[src/design/sctoa_pkg.sv]
// Package: scan code constants, flag types and the key map table for the scan code translator.
package sctoa_pkg;

  localparam int unsigned CodeW  = 8;
  localparam int unsigned AsciiW = 7;
  localparam int unsigned IdxW   = 7;

  // Modifier press codes; release is the press code with bit 7 set
  localparam logic [CodeW-1:0] ScShiftL     = 8'd42;
  localparam logic [CodeW-1:0] ScShiftR     = 8'd54;
  localparam logic [CodeW-1:0] ScShiftLRel  = 8'd170;
  localparam logic [CodeW-1:0] ScShiftRRel  = 8'd182;
  localparam logic [CodeW-1:0] ScCtrlA      = 8'd56;
  localparam logic [CodeW-1:0] ScCtrlB      = 8'd58;
  localparam logic [CodeW-1:0] ScCtrlARel   = 8'd184;
  localparam logic [CodeW-1:0] ScCtrlBRel   = 8'd186;
  localparam logic [CodeW-1:0] ScAltA       = 8'd113;
  localparam logic [CodeW-1:0] ScAltB       = 8'd114;
  localparam logic [CodeW-1:0] ScAltARel    = 8'd241;
  localparam logic [CodeW-1:0] ScAltBRel    = 8'd242;
  localparam logic [CodeW-1:0] ScCapsLock   = 8'd29;

  // Lower-case letter range and the control code offset
  localparam logic [AsciiW-1:0] AsciiLowA   = 7'd97;
  localparam logic [AsciiW-1:0] AsciiLowZ   = 7'd122;
  localparam logic [AsciiW-1:0] CtrlOffset  = 7'd96;

  typedef struct packed {
    logic shift;
    logic ctrl;
    logic alt;
    logic caps;
  } sctoa_flags_t;

  // One key map entry: shifted character over plain character
  typedef struct packed {
    logic [AsciiW-1:0] shifted;
    logic [AsciiW-1:0] plain;
  } sctoa_entry_t;

  function automatic sctoa_entry_t sctoa_keymap(input logic [IdxW-1:0] idx);
    sctoa_entry_t e;
    e = '0;
    unique case (idx)
      7'd2:   e = '{7'd33,  7'd49};
      7'd3:   e = '{7'd64,  7'd50};
      7'd4:   e = '{7'd35,  7'd51};
      7'd5:   e = '{7'd36,  7'd52};
      7'd6:   e = '{7'd37,  7'd53};
      7'd7:   e = '{7'd94,  7'd54};
      7'd8:   e = '{7'd38,  7'd55};
      7'd9:   e = '{7'd42,  7'd56};
      7'd10:  e = '{7'd40,  7'd57};
      7'd11:  e = '{7'd41,  7'd48};
      7'd12:  e = '{7'd95,  7'd45};
      7'd13:  e = '{7'd43,  7'd61};
      7'd14:  e = '{7'd8,   7'd8};
      7'd15:  e = '{7'd9,   7'd9};
      7'd16:  e = '{7'd81,  7'd113};
      7'd17:  e = '{7'd87,  7'd119};
      7'd18:  e = '{7'd69,  7'd101};
      7'd19:  e = '{7'd82,  7'd114};
      7'd20:  e = '{7'd84,  7'd116};
      7'd21:  e = '{7'd89,  7'd121};
      7'd22:  e = '{7'd85,  7'd117};
      7'd23:  e = '{7'd73,  7'd105};
      7'd24:  e = '{7'd79,  7'd111};
      7'd25:  e = '{7'd80,  7'd112};
      7'd26:  e = '{7'd123, 7'd91};
      7'd27:  e = '{7'd125, 7'd93};
      7'd28:  e = '{7'd10,  7'd10};
      7'd30:  e = '{7'd65,  7'd97};
      7'd31:  e = '{7'd83,  7'd115};
      7'd32:  e = '{7'd68,  7'd100};
      7'd33:  e = '{7'd70,  7'd102};
      7'd34:  e = '{7'd71,  7'd103};
      7'd35:  e = '{7'd72,  7'd104};
      7'd36:  e = '{7'd74,  7'd106};
      7'd37:  e = '{7'd75,  7'd107};
      7'd38:  e = '{7'd76,  7'd108};
      7'd39:  e = '{7'd58,  7'd59};
      7'd40:  e = '{7'd34,  7'd39};
      7'd41:  e = '{7'd126, 7'd96};
      7'd44:  e = '{7'd90,  7'd122};
      7'd45:  e = '{7'd88,  7'd120};
      7'd46:  e = '{7'd67,  7'd99};
      7'd47:  e = '{7'd86,  7'd118};
      7'd48:  e = '{7'd66,  7'd98};
      7'd49:  e = '{7'd78,  7'd110};
      7'd50:  e = '{7'd77,  7'd109};
      7'd51:  e = '{7'd60,  7'd44};
      7'd52:  e = '{7'd62,  7'd46};
      7'd53:  e = '{7'd63,  7'd47};
      7'd57:  e = '{7'd32,  7'd32};
      7'd83:  e = '{7'd127, 7'd127};
      7'd100: e = '{7'd27,  7'd27};
      7'd117: e = '{7'd124, 7'd92};
      default: e = '0;
    endcase
    return e;
  endfunction

endpackage

[src/design/sctoa_if.sv]
// Interfaces: scan code input channel and translated character output channel.
interface sctoa_in_if;
  import sctoa_pkg::*;
  logic              valid;
  logic              ready;
  logic [CodeW-1:0]  scancode;

  modport source (output valid, output scancode, input ready);
  modport sink   (input valid, input scancode, output ready);
endinterface

interface sctoa_out_if;
  import sctoa_pkg::*;
  logic              valid;
  logic              ready;
  logic [AsciiW-1:0] ascii;
  logic              shift_active;
  logic              ctrl_active;
  logic              alt_active;
  logic              caps_active;

  modport source (output valid, output ascii, output shift_active, output ctrl_active,
                  output alt_active, output caps_active, input ready);
  modport sink   (input valid, input ascii, input shift_active, input ctrl_active,
                  input alt_active, input caps_active, output ready);
endinterface

[src/design/sctoa_keymap.sv]
// Key map ROM: registered lookup of plain and shifted characters for a make code.
module sctoa_keymap
  import sctoa_pkg::*;
(
  input  logic              clk_i,
  input  logic              rd_en_i,
  input  logic [IdxW-1:0]   rd_idx_i,
  output sctoa_entry_t      rd_data_o
);

  sctoa_entry_t data_q;

  // Read one entry per enabled cycle, hold otherwise
  always_ff @(posedge clk_i) begin
    if (rd_en_i) begin
      data_q <= sctoa_keymap(rd_idx_i);
    end
  end

  assign rd_data_o = data_q;

endmodule

[src/design/scancode_to_ascii_translator.sv]
// Top level: scan code to ASCII translator with modifier and caps lock tracking.
//
// Accepts one scan code per cycle while the output is not stalled, and returns
// one result per code, in order. The key map ROM has a registered read, and the
// result then sits in an output register that lets the next code be taken while
// a result waits. Modifier and caps flags update at the input transfer, and each
// code is translated and reported with the flags as that code itself leaves
// them. No clearing pass after reset.
module scancode_to_ascii_translator
  import sctoa_pkg::*;
(
  input  logic        clk_i,
  input  logic        rst_ni,
  sctoa_in_if.sink    in_i,
  sctoa_out_if.source out_o
);

  sctoa_flags_t      flags_q, flags_d;
  sctoa_flags_t      s1_flags_q;
  logic              s1_valid_q;
  logic              s1_release_q;
  sctoa_entry_t      rom_data;

  logic              out_valid_q;
  logic [AsciiW-1:0] out_ascii_q, out_ascii_d;
  sctoa_flags_t      out_flags_q;

  logic              out_free, s1_adv, in_fire;
  logic [CodeW-1:0]  code;
  logic              is_letter, up;
  logic [AsciiW-1:0] ch;

  // Handshake
  assign out_free   = !out_valid_q || out_o.ready;
  assign s1_adv     = s1_valid_q && out_free;
  assign in_i.ready = !s1_valid_q || out_free;
  assign in_fire    = in_i.valid && in_i.ready;
  assign code       = in_i.scancode;

  // Update modifier flags from the incoming code
  always_comb begin
    flags_d = flags_q;
    if (code == ScShiftL || code == ScShiftR)       flags_d.shift = 1'b1;
    if (code == ScShiftLRel || code == ScShiftRRel) flags_d.shift = 1'b0;
    if (code == ScCtrlA || code == ScCtrlB)         flags_d.ctrl  = 1'b1;
    if (code == ScCtrlARel || code == ScCtrlBRel)   flags_d.ctrl  = 1'b0;
    if (code == ScAltA || code == ScAltB)           flags_d.alt   = 1'b1;
    if (code == ScAltARel || code == ScAltBRel)     flags_d.alt   = 1'b0;
    if (code == ScCapsLock)                         flags_d.caps  = !flags_q.caps;
  end

  always_ff @(posedge clk_i or negedge rst_ni) begin
    if (!rst_ni) begin
      flags_q <= '0;
    end else if (in_fire) begin
      flags_q <= flags_d;
    end
  end

  // Look up the make code
  sctoa_keymap u_keymap (
    .clk_i     (clk_i),
    .rd_en_i   (in_fire),
    .rd_idx_i  (code[IdxW-1:0]),
    .rd_data_o (rom_data)
  );

  // Stage 1: hold flag snapshot and release bit alongside the ROM read
  always_ff @(posedge clk_i or negedge rst_ni) begin
    if (!rst_ni) begin
      s1_valid_q <= 1'b0;
    end else if (in_fire) begin
      s1_valid_q <= 1'b1;
    end else if (s1_adv) begin
      s1_valid_q <= 1'b0;
    end
  end

  always_ff @(posedge clk_i) begin
    if (in_fire) begin
      s1_flags_q   <= flags_d;
      s1_release_q <= code[CodeW-1];
    end
  end

  // Pick plain or shifted character, zero it for a release, then apply ctrl
  always_comb begin
    is_letter = (rom_data.plain >= AsciiLowA) && (rom_data.plain <= AsciiLowZ);
    up        = is_letter ? (s1_flags_q.shift ^ s1_flags_q.caps) : s1_flags_q.shift;
    ch        = up ? rom_data.shifted : rom_data.plain;
    if (s1_release_q) begin
      ch = '0;
    end
    out_ascii_d = ch;
    if (s1_flags_q.ctrl && ch >= AsciiLowA && ch <= AsciiLowZ) begin
      out_ascii_d = ch - CtrlOffset;
    end
  end

  // Output register
  always_ff @(posedge clk_i or negedge rst_ni) begin
    if (!rst_ni) begin
      out_valid_q <= 1'b0;
    end else if (s1_adv) begin
      out_valid_q <= 1'b1;
    end else if (out_o.ready) begin
      out_valid_q <= 1'b0;
    end
  end

  always_ff @(posedge clk_i) begin
    if (s1_adv) begin
      out_ascii_q <= out_ascii_d;
      out_flags_q <= s1_flags_q;
    end
  end

  assign out_o.valid        = out_valid_q;
  assign out_o.ascii        = out_ascii_q;
  assign out_o.shift_active = out_flags_q.shift;
  assign out_o.ctrl_active  = out_flags_q.ctrl;
  assign out_o.alt_active   = out_flags_q.alt;
  assign out_o.caps_active  = out_flags_q.caps;

endmodule

[src/flat_wrapper.sv]
// flat-port wrapper written by rule: the top's interface ports become plain ports
module scancode_to_ascii_translator_flat import sctoa_pkg::*;
  (clk_i, rst_ni, in_i_valid, in_i_scancode, in_i_ready, out_o_valid, out_o_ascii, out_o_shift_active, out_o_ctrl_active, out_o_alt_active, out_o_caps_active, out_o_ready);
  sctoa_in_if in_i_i ();
  sctoa_out_if out_o_i ();
  input  logic clk_i;
  input  logic rst_ni;
  input wire logic [$bits(in_i_i.valid)-1:0] in_i_valid;
  input wire logic [$bits(in_i_i.scancode)-1:0] in_i_scancode;
  output wire logic [$bits(in_i_i.ready)-1:0] in_i_ready;
  output wire logic [$bits(out_o_i.valid)-1:0] out_o_valid;
  output wire logic [$bits(out_o_i.ascii)-1:0] out_o_ascii;
  output wire logic [$bits(out_o_i.shift_active)-1:0] out_o_shift_active;
  output wire logic [$bits(out_o_i.ctrl_active)-1:0] out_o_ctrl_active;
  output wire logic [$bits(out_o_i.alt_active)-1:0] out_o_alt_active;
  output wire logic [$bits(out_o_i.caps_active)-1:0] out_o_caps_active;
  input wire logic [$bits(out_o_i.ready)-1:0] out_o_ready;
  assign in_i_i.valid = in_i_valid;
  assign in_i_i.scancode = in_i_scancode;
  assign in_i_ready = in_i_i.ready;
  assign out_o_valid = out_o_i.valid;
  assign out_o_ascii = out_o_i.ascii;
  assign out_o_shift_active = out_o_i.shift_active;
  assign out_o_ctrl_active = out_o_i.ctrl_active;
  assign out_o_alt_active = out_o_i.alt_active;
  assign out_o_caps_active = out_o_i.caps_active;
  assign out_o_i.ready = out_o_ready;
  scancode_to_ascii_translator u_core (.clk_i(clk_i), .rst_ni(rst_ni), .in_i(in_i_i), .out_o(out_o_i));
endmodule
[config.mk]
export PLATFORM = sky130hd
export DESIGN_NAME = scancode_to_ascii_translator_flat
export DESIGN_NICKNAME = d
export VERILOG_FILES = /design/src/design/sctoa_pkg.sv /design/src/design/sctoa_if.sv /design/src/design/sctoa_keymap.sv /design/src/design/scancode_to_ascii_translator.sv /design/src/flat_wrapper.sv
export SDC_FILE = /design/constraint.sdc
export NUM_CORES = 1
export LEC_CHECK = 0
export ABC_AREA = 1
export BUFFER_PORTS_ARGS = -buffer_cell sky130_fd_sc_hd__buf_2
export CAP_MARGIN = 20
export CORE_ASPECT_RATIO = 1.1
export CORE_MARGIN = 4
export CORE_UTILIZATION = 45
export CTS_BUF_LIST = sky130_fd_sc_hd__clkbuf_16
export CTS_CLUSTER_DIAMETER = 30
export DETAILED_ROUTE_END_ITERATION = 6
export PLACE_DENSITY = 0.65
export SYNTH_ARGS = -nofsm -noshare
export SYNTH_HDL_FRONTEND = slang
export SYNTH_SLANG_ARGS = --single-unit
[constraint.sdc]
create_clock -name clk_i -period 2 [get_ports clk_i]
set_input_delay 0.4 -clock clk_i [delete_from_list [all_inputs] [get_ports clk_i]]
set_output_delay 0.4 -clock clk_i [all_outputs]
set_load 0.05 [all_outputs]
==> flow_summary_export.csv, run 1 <==
group,metric,value,unit
placed_design,gp_congestion,0.9966,
detailed_routing,viasPerCell,5.316,
finish,utilization,66.26,%
finish,multiInputGateArea,1574,um2
pwr,power,2.757,mW
detailed_routing,wl_per_cell,14.70,um
timing,min_period_over_period,108.3,%
synthesis,synth_warnings,0,
synthesis,ys_ff_latch,36,
worst_setup_path,crit_path_end_kind,"register",
floorplan,core_area,5914,um2
worst_setup_path,arrival,2.20,ns
pwr,p_sw,0.8943,mW
synthesis,synth_top_family_by_area,"simple AND/OR/NAND/NOR gates",
synthesis,synthTopCellsByCount,"77 x nand2_1, 54 x inv_1, 38 x nor2_1, 31 x o21ai_0, 30 x edfxtp_1",
finish,syn_to_final_growth,39.26,%
timing,max_freq,461.5,MHz
cts,cts.path.max_buffers,2,
status,run_status,"finished with violations",
synthesis,synth_compound_gate_area_share,16.99,%
detailed_routing,wirelength,8.246,mm
timing,slew_violations,0,
detailed_routing,ant_nets,0,
timing,hold_viol_final,0,
detailed_routing,drtIter0Drc,155,
detailed_routing,firstDrtPassIters,5,
synthesis,ys_async_sr_fraction,16.67,%
grt,grt_first_pass_wirelength,13.53,mm
floorplan,start_util,47.58,%
timing,finalSetupViolCount,2,
synthesis,synthAdderAreaFrac,6.225,%
cts,cts_buffers,5,
placed_design,hpwl,6.726,mm
cts,clk_pin_slew,0.06,ns
cts,cts_tree,"done",
flow_run,cap_violations,0,
timing,fin_ws,-0.1669,ns
synthesis,synth_cell_type_count,40,
detailed_routing,routed-via-count,2982,
grt,antenna_found_initial,0,
cts,cts_sinks,36,
floorplan,die_h,90.94,um
worst_setup_path,critPathKind,"reg -> reg",
pwr,cellInternalPower,1.863,mW
synthesis,synth_fp_nets,399,
pwr,clkPwrFrac,31.6,%
timing,fin_skew,0.008615,ns
timing,holdWs,0.3832,ns
placed_design,place_ws,-0.1459,ns
pwr,leakage,1.892,nW
pwr,power_frac_seq,36.2,%
synthesis,post-synth-top-count-cell,"nand2_1",
finish,n_antenna_cell,0,
placed_design,io_buffer_count,24,
timing,grt_setup_unrepaired,"yes",
synthesis,yosys.area.top_type,"edfxtp_1",
worst_setup_path,critPathMaxFanout,3,
cts,clk_latency,0.27,ns
cts,h-tree-depth,2,
synthesis,yosys-top-cells-area,"edfxtp_1 32%, nand2_1 10%, inv_1 7.2%",
floorplan,num_rows,29,
status,violations,"setup timing",
grt,grt_pass1_vias,2957,
timing,tightest_slew,0.6528,ns
floorplan,num_io_pins,25,
synthesis,synthCells,373,
pwr,switching_share,32.44,%
hold_path,hold_class,"in -> reg",
synthesis,syn_avg_cell_area,7.544,um2
worst_setup_path,worstPathRequired,2.03,ns
synthesis,synthesis.area,2814,um2
synthesis,synth_xor_area_share,0.3112,%
pwr,power_density,703.6,nW/um2
pwr,pwr-share-comb,32.2,%
finish,layout-drive-gt1-share,32.64,%
timing,post-route-min-period,2.167,ns
worst_setup_path,cp-start-kind,"register",
synthesis,synth_flop_cell,"edfxtp_1",
synthesis,synth.yosys.seq_area_share,37.35,%
floorplan,die_w,83.40,um
pwr,peakVddDrop,546.4,uV
cts,root_buffer,"clkbuf_16",
finish,fillers,510,
finish,nNetsFinal,509,
timing,fin_tns_setup,-0.3135,ns
grt,grt_usage,21.83,%
grt,grt-ovfl-total,0,
timing,slew_headroom,55.93,%
detailed_routing,drc,0,
grt,grt_max_degree,22,
floorplan,dieArea,7584,um2
finish,regArea,1051,um2
synthesis,synth_mux_area_share,0,%
synthesis,synth_top_area_share,32.01,%
synthesis,yosys.area_share.simple,30.01,%
synthesis,synth_enable_flop_cells,30,
-- cell usage in the layout (no fill, tap or decap), types with 5 or more instances in the layout --
master     netlist  final
nand3_2          6      9
nor2_1          38     35
dfrtp_1          6      6
buf_2            7     24
inv_1           54     51
nor3_1          11     11
nor2_2           4      5
edfxtp_1        30     30
nand2_1         77     73
a21oi_1         26     26
o21ai_0         31     31
nand2_2          2      6
nand3_1         20     16
ha_1            14     13
clkbuf_16        0      5
buf_4            0     87
-- worst paths after layout --
kind                                               from                       to  slack, ns  cells after the start
max in group asynchronous                        rst_ni        u_core.s1_valid_q       1.38                      2
max                        u_core.u_keymap.rd_data_o[0]    u_core.out_o.ascii[5]      -0.17                     15
max reg2reg                u_core.u_keymap.rd_data_o[0]    u_core.out_o.ascii[5]      -0.17                     15
min                                    in_i_scancode[7]      u_core.s1_release_q       0.38                      1
min in group asynchronous                        rst_ni       u_core.out_o.valid       0.48                      2
min reg2reg                        u_core.s1_flags_q[1]  u_core.out_o.alt_active       0.47                      0
-- registers in the layout (all words and copies together) (netlist names) --
name                       flops
u_core.flags_q                 4
u_core.out_o.alt_active        1
u_core.out_o.ascii             7
u_core.out_o.caps_active       1
u_core.out_o.ctrl_active       1
u_core.out_o.shift_active      1
u_core.out_o.valid             1
u_core.s1_flags_q              4
u_core.s1_release_q            1
u_core.s1_valid_q              1
u_core.u_keymap.rd_data_o     14
-- final cells by class --
| cell class | instances | share of cell area [%] |
|---|---|---|
| tap | 77 | 2.458 |
| clock buffer | 5 | 3.193 |
| sequential | 36 | 26.82 |
| clock inverter | 3 | 1.086 |
| inverter | 55 | 5.268 |
| timing repair buffer | 114 | 21.01 |
| multi-input combinational | 271 | 40.17 |
-- logic make-up (layout without fill, tap and decap cells) --
logic type | after synthesis | after routing
XOR/XNOR | 1 | 1
buffers and inverters | 66 | 177
AO/OA/AOI/OAI | 81 | 81
adder cells (fa/ha/maj) | 14 | 14
flip-flops | 36 | 36
AND/OR/NAND/NOR | 175 | 175
-- critical path: stages, from the launching register on --
cell and delay (ns):
edfxtp_1 0.46, nor2_4 0.21, nor2_4 0.05, nand2_4 0.08, nand3_4 0.08, nand2_2 0.07, nand2_2 0.07, nand2_2 0.07
nand3_2 0.09, buf_4 0.15, nor2_2 0.10, nand2_1 0.11, o21bai_4 0.16, nand3_2 0.09, nand2_1 0.07, nand2_1 0.06
-- power groups by stage --
| stage | clock network [mW] | registers (mW) | logic (mW) |
|---|---|---|---|
| final | 0.872 | 0.998 | 0.888 |
| after floorplan | 0 | 1.11 | 0.413 |
| after global routing | 0.919 | 1.01 | 0.974 |
| after detailed placement | 0 | 1.01 | 0.846 |
| after global placement | 0 | 1.01 | 0.832 |
| after CTS | 0.881 | 0.997 | 0.870 |
-- routing by layer --
metal,up-vias,share of wire (%),GRT usage (%)
met5,-,0,0
met2,101,51,39.51
met4,0,4.6,11.17
met3,32,3.6,2.534
met1,1365,41,25.27
li1,1484,-,-
-- metrics by stage --
stage          instance area (um2)  instances
6_report                      3919        561
5_1_grt                       3919        561
4_1_cts                       3891        561
3_5_place_dp                  3664        550
3_3_place_gp                  3664        550
2_1_floorplan                 2819        373
-- what timing repair did --
| item | in CTS | in global routing |
|---|---|---|
| hold buffers | 1 | 0 |
| gates resized for setup | 10 | 7 |
| pin swaps | 0 | 10 |
| endpoints found under the setup margin | 2 | 2 |
| setup buffers | 2 | 0 |
| hold endpoints to repair | 6 | 0 |
Power figures use the tool's default switching activity.
==> run 2, diff against run 1 <==
--- a/config.mk
+++ b/config.mk
@@ -15,6 +15,7 @@
 export CTS_CLUSTER_DIAMETER = 30
 export DETAILED_ROUTE_END_ITERATION = 6
 export PLACE_DENSITY = 0.65
+export SKIP_CTS_REPAIR_TIMING = 1
 export SYNTH_ARGS = -nofsm -noshare
 export SYNTH_HDL_FRONTEND = slang
 export SYNTH_SLANG_ARGS = --single-unit
==> constraint.sdc (replaced) <==
create_clock -name clk_i -period 1.9 [get_ports clk_i]
set_input_delay 0.38 -clock clk_i [delete_from_list [all_inputs] [get_ports clk_i]]
set_output_delay 0.38 -clock clk_i [all_outputs]
set_load 0.05 [all_outputs]
==> run 2 against run 1 <==
Compared with the run above: the flow still finishes with violations (setup timing); sequential power up 5%; global-route usage up 0.15 points; highest routed layer unchanged; clock skew down 0.0018 ns; design area up 0.16%; critical path type unchanged.
==> flow_summary_export.csv, run 2 (synthesis gave the netlist of run 1 again) <==
group,metric,value,unit
timing,finalSetupViolCount,2,
worst_setup_path,critPathTopFamily,"simple AND/OR/NAND/NOR gates",
grt,grt_pass1_vias,2926,
worst_setup_path,worstPathRequired,1.93,ns
timing,fin_skew,0.006777,ns
timing,grt_setup_unrepaired,"yes",
timing,fin_ws,-0.2649,ns
timing,min_period_over_period,113.9,%
worst_setup_path,reg2reg_slack,-0.26,ns
status,violations,"setup timing",
grt,grt_usage,21.98,%
placed_design,place_ws,-0.2506,ns
pwr,clkPwrFrac,28.1,%
cts,cts.path.max_buffers,2,
worst_setup_path,path_buf_inv,2,
pwr,switching_share,34.00,%
worst_setup_path,r2r_end,"u_core.out_o.ascii[5]",
grt,antenna_found_initial,0,
detailed_routing,routed-via-count,2960,
grt,grt_first_pass_wirelength,13.50,mm
pwr,peakVddDrop,630.8,uV
finish,final_common_cell,"buf_4",
worst_setup_path,critPathMaxFanout,5,
worst_setup_path,crit_path_end_kind,"register",
pwr,power_frac_seq,37.6,%
worst_setup_path,critPathMaxStageDelay,0.45,ns
worst_setup_path,r2r-start,"u_core.u_keymap.rd_data_o[0]",
cts,h-tree-depth,2,
grt,grt_max_degree,21,
floorplan,core_area,5914,um2
status,run_status,"finished with violations",
finish,syn_to_final_growth,39.48,%
worst_setup_path,slowest_stage,"edfxtp_1",
timing,holdWs,0.3740,ns
timing,slew_headroom,53.47,%
grt,grt-ovfl-total,0,
detailed_routing,wl_per_cell,14.94,um
detailed_routing,wirelength,8.366,mm
worst_setup_path,crit_chain,"nor2_4 -> nor2_4 -> nand2_4 -> nand3_4 -> nand2_4 -> nand2_4 -> nand2_4 -> nand3_4 -> inv_4 -> ha_4 -> inv_2 -> nor2_2 -> nand3_1 -> nor2_2 -> nor2_2 -> nand3_1 -> nand2_1",
floorplan,dieArea,7584,um2
pwr,leakage,1.886,nW
timing,post-route-min-period,2.165,ns
cts,root_buffer,"clkbuf_16",
timing,hold_viol_final,0,
hold_path,min_from,"out_o_ready",
worst_setup_path,rr_worst_depth,17,
pwr,p_sw,0.9501,mW
finish,finalNonFillerCells,560,
detailed_routing,ant_nets,0,
finish,nNetsFinal,508,
worst_setup_path,arrival,2.20,ns
timing,fin_tns_setup,-0.5175,ns
timing,max_freq,461.9,MHz
hold_path,hold_depth,4,
worst_setup_path,critPathMostFrequentCell,"nand2_4",
floorplan,num_io_pins,25,
worst_setup_path,cp-start-kind,"register",
cts,cts_sinks,36,
placed_design,dp.cells,549,
finish,largest_register_ffs,14,
hold_path,holdPathEnd,"u_core.out_o.valid",
detailed_routing,drc,0,
pwr,power_density,712.0,nW/um2
floorplan,die_h,90.94,um
timing,slew_violations,0,
floorplan,start_util,47.58,%
detailed_routing,viasPerCell,5.286,
cts,clk_latency,0.28,ns
floorplan,num_rows,29,
detailed_routing,firstDrtPassIters,5,
finish,layout_common_cells,"85 x buf_4, 72 x nand2_1, 50 x inv_1, 35 x nor2_1",
timing,tightest_slew,0.6892,ns
placed_design,hpwl,6.778,mm
pwr,cellInternalPower,1.845,mW
cts,clk_pin_slew,0.06,ns
worst_setup_path,critPathKind,"reg -> reg",
finish,layout-drive-gt1-share,33.13,%
flow_run,cap_violations,0,
floorplan,die_w,83.40,um
placed_design,io_buffer_count,24,
hold_path,hold_class,"in -> reg",
finish,n_antenna_cell,0,
pwr,pwr-share-comb,34.3,%
cts,cts_buffers,5,
cts,cts_tree,"done",
detailed_routing,drtIter0Drc,140,
placed_design,gp_congestion,0.9780,
## run 2: cell count changes in the layout (fill, tap and decap cells not counted), sizes merged
cell,delta
inv,-1
buf,-1
clkinv,+2
bufinv,-1
## run 2: layout make-up
| cell class | count | area [um2] |
|---|---|---|
| Sequential cell | 36 | 1052 |
| Inverter | 55 | 212.7 |
| Fill cell | 535 | 1989 |
| Clock inverter | 3 | 18.77 |
| Timing Repair Buffer | 113 | 828.3 |
| Clock buffer | 5 | 125.1 |
| Multi-Input combinational cell | 271 | 1592 |
| Tap cell | 77 | 96.34 |
## run 2: metrics by stage
stage / total power, mW / instance area, um2 / util, %
final: 2.795 / 3925 / 66.36
after detailed placement: 1.975 / 3689 / 62.37
after global routing: 2.944 / 3925 / 66.36
after global placement: 1.952 / 3689 / 62.37
after floorplan: 1.613 / 2839 / -
after CTS: 2.764 / 3832 / 64.80
## run 2: tightest hold or removal path: cells and delay by family
family                 cells  cell delay (ns)
AND/OR/NAND/NOR            2             0.10
buffers and inverters      2             0.13
## run 2: worst max-delay path by stage
stage	from	to	cells past startpoint
2_1_floorplan	u_core.u_keymap.rd_data_o[0]	u_core.out_o.ascii[5]	17
3_3_place_gp	in_i_scancode[0]	u_core.u_keymap.rd_data_o[12]	10
3_5_place_dp	u_core.u_keymap.rd_data_o[0]	u_core.out_o.ascii[5]	17
4_1_cts	u_core.u_keymap.rd_data_o[0]	u_core.out_o.ascii[5]	17
5_1_grt	u_core.u_keymap.rd_data_o[0]	u_core.out_o.ascii[5]	17
6_report	u_core.u_keymap.rd_data_o[0]	u_core.out_o.ascii[5]	17
## run 2: metal layers
| layer | global-route usage [%] | up-vias | wire length [um] |
|---|---|---|---|
| li1 | - | 1485 | - |
| met1 | 25.04 | 1387 | 3492 |
| met2 | 40.71 | 72 | 4448 |
| met3 | 2.081 | 16 | 228 |
| met4 | 11.04 | 0 | 197 |
| met5 | 0 | - | 0 |
## run 2: power by group through the flow
stage | logic (mW) | clock network (mW) | registers [mW]
2_1_floorplan | 0.441 | 0 | 1.17
3_3_place_gp | 0.891 | 0 | 1.06
3_5_place_dp | 0.911 | 0 | 1.06
4_1_cts | 0.913 | 0.801 | 1.05
5_1_grt | 1.05 | 0.831 | 1.06
6_report | 0.958 | 0.787 | 1.05
==> run 3, diff against run 2 <==
--- a/config.mk
+++ b/config.mk
@@ -5,7 +5,6 @@
 export SDC_FILE = /design/constraint.sdc
 export NUM_CORES = 1
 export LEC_CHECK = 0
-export ABC_AREA = 1
 export BUFFER_PORTS_ARGS = -buffer_cell sky130_fd_sc_hd__buf_2
 export CAP_MARGIN = 20
 export CORE_ASPECT_RATIO = 1.1
@@ -14,8 +13,10 @@
 export CTS_BUF_LIST = sky130_fd_sc_hd__clkbuf_16
 export CTS_CLUSTER_DIAMETER = 30
 export DETAILED_ROUTE_END_ITERATION = 6
-export PLACE_DENSITY = 0.65
+export HOLD_SLACK_MARGIN = 0.1
+export PLACE_DENSITY = 0.66
 export SKIP_CTS_REPAIR_TIMING = 1
+export SLEW_MARGIN = 5
 export SYNTH_ARGS = -nofsm -noshare
 export SYNTH_HDL_FRONTEND = slang
 export SYNTH_SLANG_ARGS = --single-unit
==> run 3 against run 2 <==
Compared with the run above: the run still ends with setup timing left; fmax shrank 21%; setup slack worse by 0.58 ns; die area down 3.8%; clock-buffer cell count is the same; design area shrank 8.1%; flip-flop and latch count unchanged; final cell count shrank 17%; sequential power is 5% lower; synthesized area is 4.2% lower; clock skew increased by 0.0017 ns; combinational power is 24% lower.
==> flow_summary_export.csv, run 3 <==
group,metric,value,unit
pwr,leakage,1.557,nW
finish,n_antenna_cell,0,
floorplan,num_rows,29,
pwr,clkPwrFrac,30.4,%
flow_run,cap_violations,0,
synthesis,synthTopCellsByCount,"36 x nand2_1, 30 x edfxtp_1, 30 x o21ai_0, 25 x a21oi_1, 24 x nor2_1",
pwr,peakVddDrop,500.9,uV
detailed_routing,firstDrtPassIters,4,
synthesis,yosys-top-cells-area,"edfxtp_1 33%, ha_1 6.5%, dfrtp_1 5.6%",
finish,largest_register_ffs,14,
timing,hold_viol_final,0,
placed_design,hpwl,5.159,mm
cts,root_buffer,"clkbuf_16",
floorplan,dieArea,7296,um2
grt,grt_max_degree,31,
timing,max_freq,364.1,MHz
timing,tightest_slew,0.4800,ns
timing,finalSetupViolCount,7,
worst_setup_path,r2r-start,"u_core.u_keymap.rd_data_o[3]",
worst_setup_path,critPathMaxFanout,3,
floorplan,core_area,5806,um2
synthesis,synth_fp_nets,327,
worst_setup_path,worstPathRequired,1.92,ns
worst_setup_path,crit_start,"u_core.u_keymap.rd_data_o[3]",
synthesis,ys_async_sr_fraction,16.67,%
grt,grt-ovfl-total,0,
floorplan,num_io_pins,25,
cts,clk_latency,0.28,ns
floorplan,die_h,89.19,um
worst_setup_path,r2r_end,"u_core.out_o.ascii[6]",
finish,layout_common_cells,"72 x buf_4, 36 x nand2_1, 30 x edfxtp_1, 27 x o21ai_0, 25 x a21oi_1",
pwr,power_frac_seq,40.1,%
synthesis,synth_enable_flop_cells,30,
detailed_routing,wirelength,6.538,mm
detailed_routing,viasPerCell,5.422,
status,violations,"setup timing",
cts,h-tree-depth,2,
pwr,switching_share,29.41,%
synthesis,synth_warnings,0,
synthesis,ys_ff_latch,36,
status,run_status,"finished with violations",
placed_design,dp.cells,452,
detailed_routing,drtIter0Drc,85,
grt,grt_first_pass_wirelength,10.81,mm
timing,min_period_over_period,144.6,%
finish,finalNonFillerCells,464,
placed_design,place_ws,-0.8754,ns
synthesis,synth_top_area_share,33.41,%
synthesis,post-synth-top-count-cell,"nand2_1",
finish,syn_to_final_growth,33.78,%
synthesis,synthCells,301,
timing,slew_headroom,68.00,%
timing,grt_setup_unrepaired,"yes",
hold_path,min_from,"in_i_valid",
synthesis,synth.yosys.seq_area_share,38.98,%
worst_setup_path,cp-start-kind,"register",
pwr,pwr-share-comb,29.4,%
finish,nNetsFinal,412,
cts,cts_sinks,36,
synthesis,synthesis.area,2696,um2
cts,cts_tree,"done",
timing,fin_ws,-0.8468,ns
hold_path,holdPathEnd,"u_core.s1_valid_q",
timing,slew_violations,0,
synthesis,synth_cell_type_count,53,
detailed_routing,ant_nets,0,
worst_setup_path,rr_worst_depth,10,
cts,cts.path.max_buffers,2,
hold_path,hold_class,"in -> reg",
grt,grt_pass1_vias,2374,
detailed_routing,wl_per_cell,14.09,um
timing,fin_skew,0.008432,ns
detailed_routing,drc,0,
pwr,power,2.488,mW
synthesis,yosys.area.top_type,"edfxtp_1",
grt,grt_usage,19.00,%
worst_setup_path,crit_path_end_kind,"register",
detailed_routing,routed-via-count,2516,
finish,final_common_cell,"buf_4",
timing,holdWs,0.3043,ns
worst_setup_path,reg2reg_slack,-0.85,ns
synthesis,syn_avg_cell_area,8.958,um2
pwr,p_sw,0.7318,mW
grt,antenna_found_initial,0,
floorplan,start_util,46.44,%
cts,clk_pin_slew,0.06,ns
floorplan,die_w,81.81,um
placed_design,io_buffer_count,24,
timing,post-route-min-period,2.747,ns
pwr,power_density,689.8,nW/um2
placed_design,gp_congestion,0.9018,
worst_setup_path,critPathKind,"reg -> reg",
placed_design,placed_area,3392,um2
finish,fin_area,3607,um2
worst_setup_path,arrival,2.77,ns
finish,layout-drive-gt1-share,32.56,%
hold_path,hold_depth,2,
cts,cts_buffers,5,
pwr,cellInternalPower,1.756,mW
synthesis,synth_flop_cell,"edfxtp_1",
==> run 3: cell count changes after synthesis, moves of 7 or more <==
| cell | change |
|---|---|
| nand3_1 | -16 |
| nand2_1 | -41 |
| buf_2 | -7 |
| inv_1 | -47 |
| nand2b_1 | +8 |
| nor2_1 | -14 |
| mux2i_1 | +14 |
| clkbuf_1 | +13 |
==> run 3: worst max-delay path by stage <==
stage | to | cells past startpoint | slack (ns)
CTS | u_core.out_o.ascii[6] | 9 | -0.85
global route | u_core.out_o.ascii[6] | 10 | -1.0
floorplan | u_core.out_o.ascii[6] | 10 | -0.89
detailed placement | u_core.out_o.ascii[6] | 10 | -0.88
finish | u_core.out_o.ascii[6] | 10 | -0.85
global placement | u_core.out_o.ascii[6] | 9 | -0.79
==> run 3: worst max-delay path, stage by stage, from the launching register on <==
cell      delay [ns]
edfxtp_1        0.39
or4_4           0.56
o221ai_2        0.19
xor2_1          0.16
buf_4           0.15
mux2i_1         0.07
nor2_1          0.16
ha_2            0.23
nand4b_1        0.15
o311ai_4        0.11
mux2_4          0.32
==> run 3: cell type report <==
class | count | area [um2]
Clock buffer | 5 | 125.1
Clock inverter | 3 | 16.27
Fill cell | 508 | 2198
Sequential cell | 36 | 1051
Timing Repair Buffer | 100 | 716.9
Inverter | 9 | 36.28
Tap cell | 77 | 96.34
Multi-Input combinational cell | 234 | 1565
==> run 3: routing by layer <==
layer,routed length [um],GRT usage [%]
met1,2722,21.83
met5,0,0
met3,193,1.815
met4,147,7.855
met2,3475,35.64
==> run 3: kinds of logic after synthesis <==
| kind of cell | after synthesis | synth area share (%) |
|---|---|---|
| DFF | 36 | 38.98 |
| and+or+nand+nor | 107 | 19.91 |
| muxes | 17 | 7.007 |
| AOI/OAI and AO/OA | 91 | 21.35 |
| buffers and inverters | 31 | 4.640 |
| xor gates and xnor gates | 5 | 1.624 |
| adders and majority gates | 14 | 6.497 |
==> run 3: power groups by stage <==
stage	logic [mW]	registers, mW	clock network, mW
CTS	0.697	1.00	0.775
finish	0.732	0.999	0.757
global placement	0.686	1.01	0
floorplan	0.362	1.10	0
detailed placement	0.695	1.01	0
global route	0.797	1.01	0.815
==> run 3: through the flow <==
| stage | TNS (ns) | utilization (%) |
|---|---|---|
| floorplan | -2.056 | - |
| global placement | -4.489 | 58.43 |
| detailed placement | -5.294 | 58.43 |
| CTS | -2.916 | 60.86 |
| global route | -4.377 | 62.13 |
| finish | -3.439 | 62.13 |
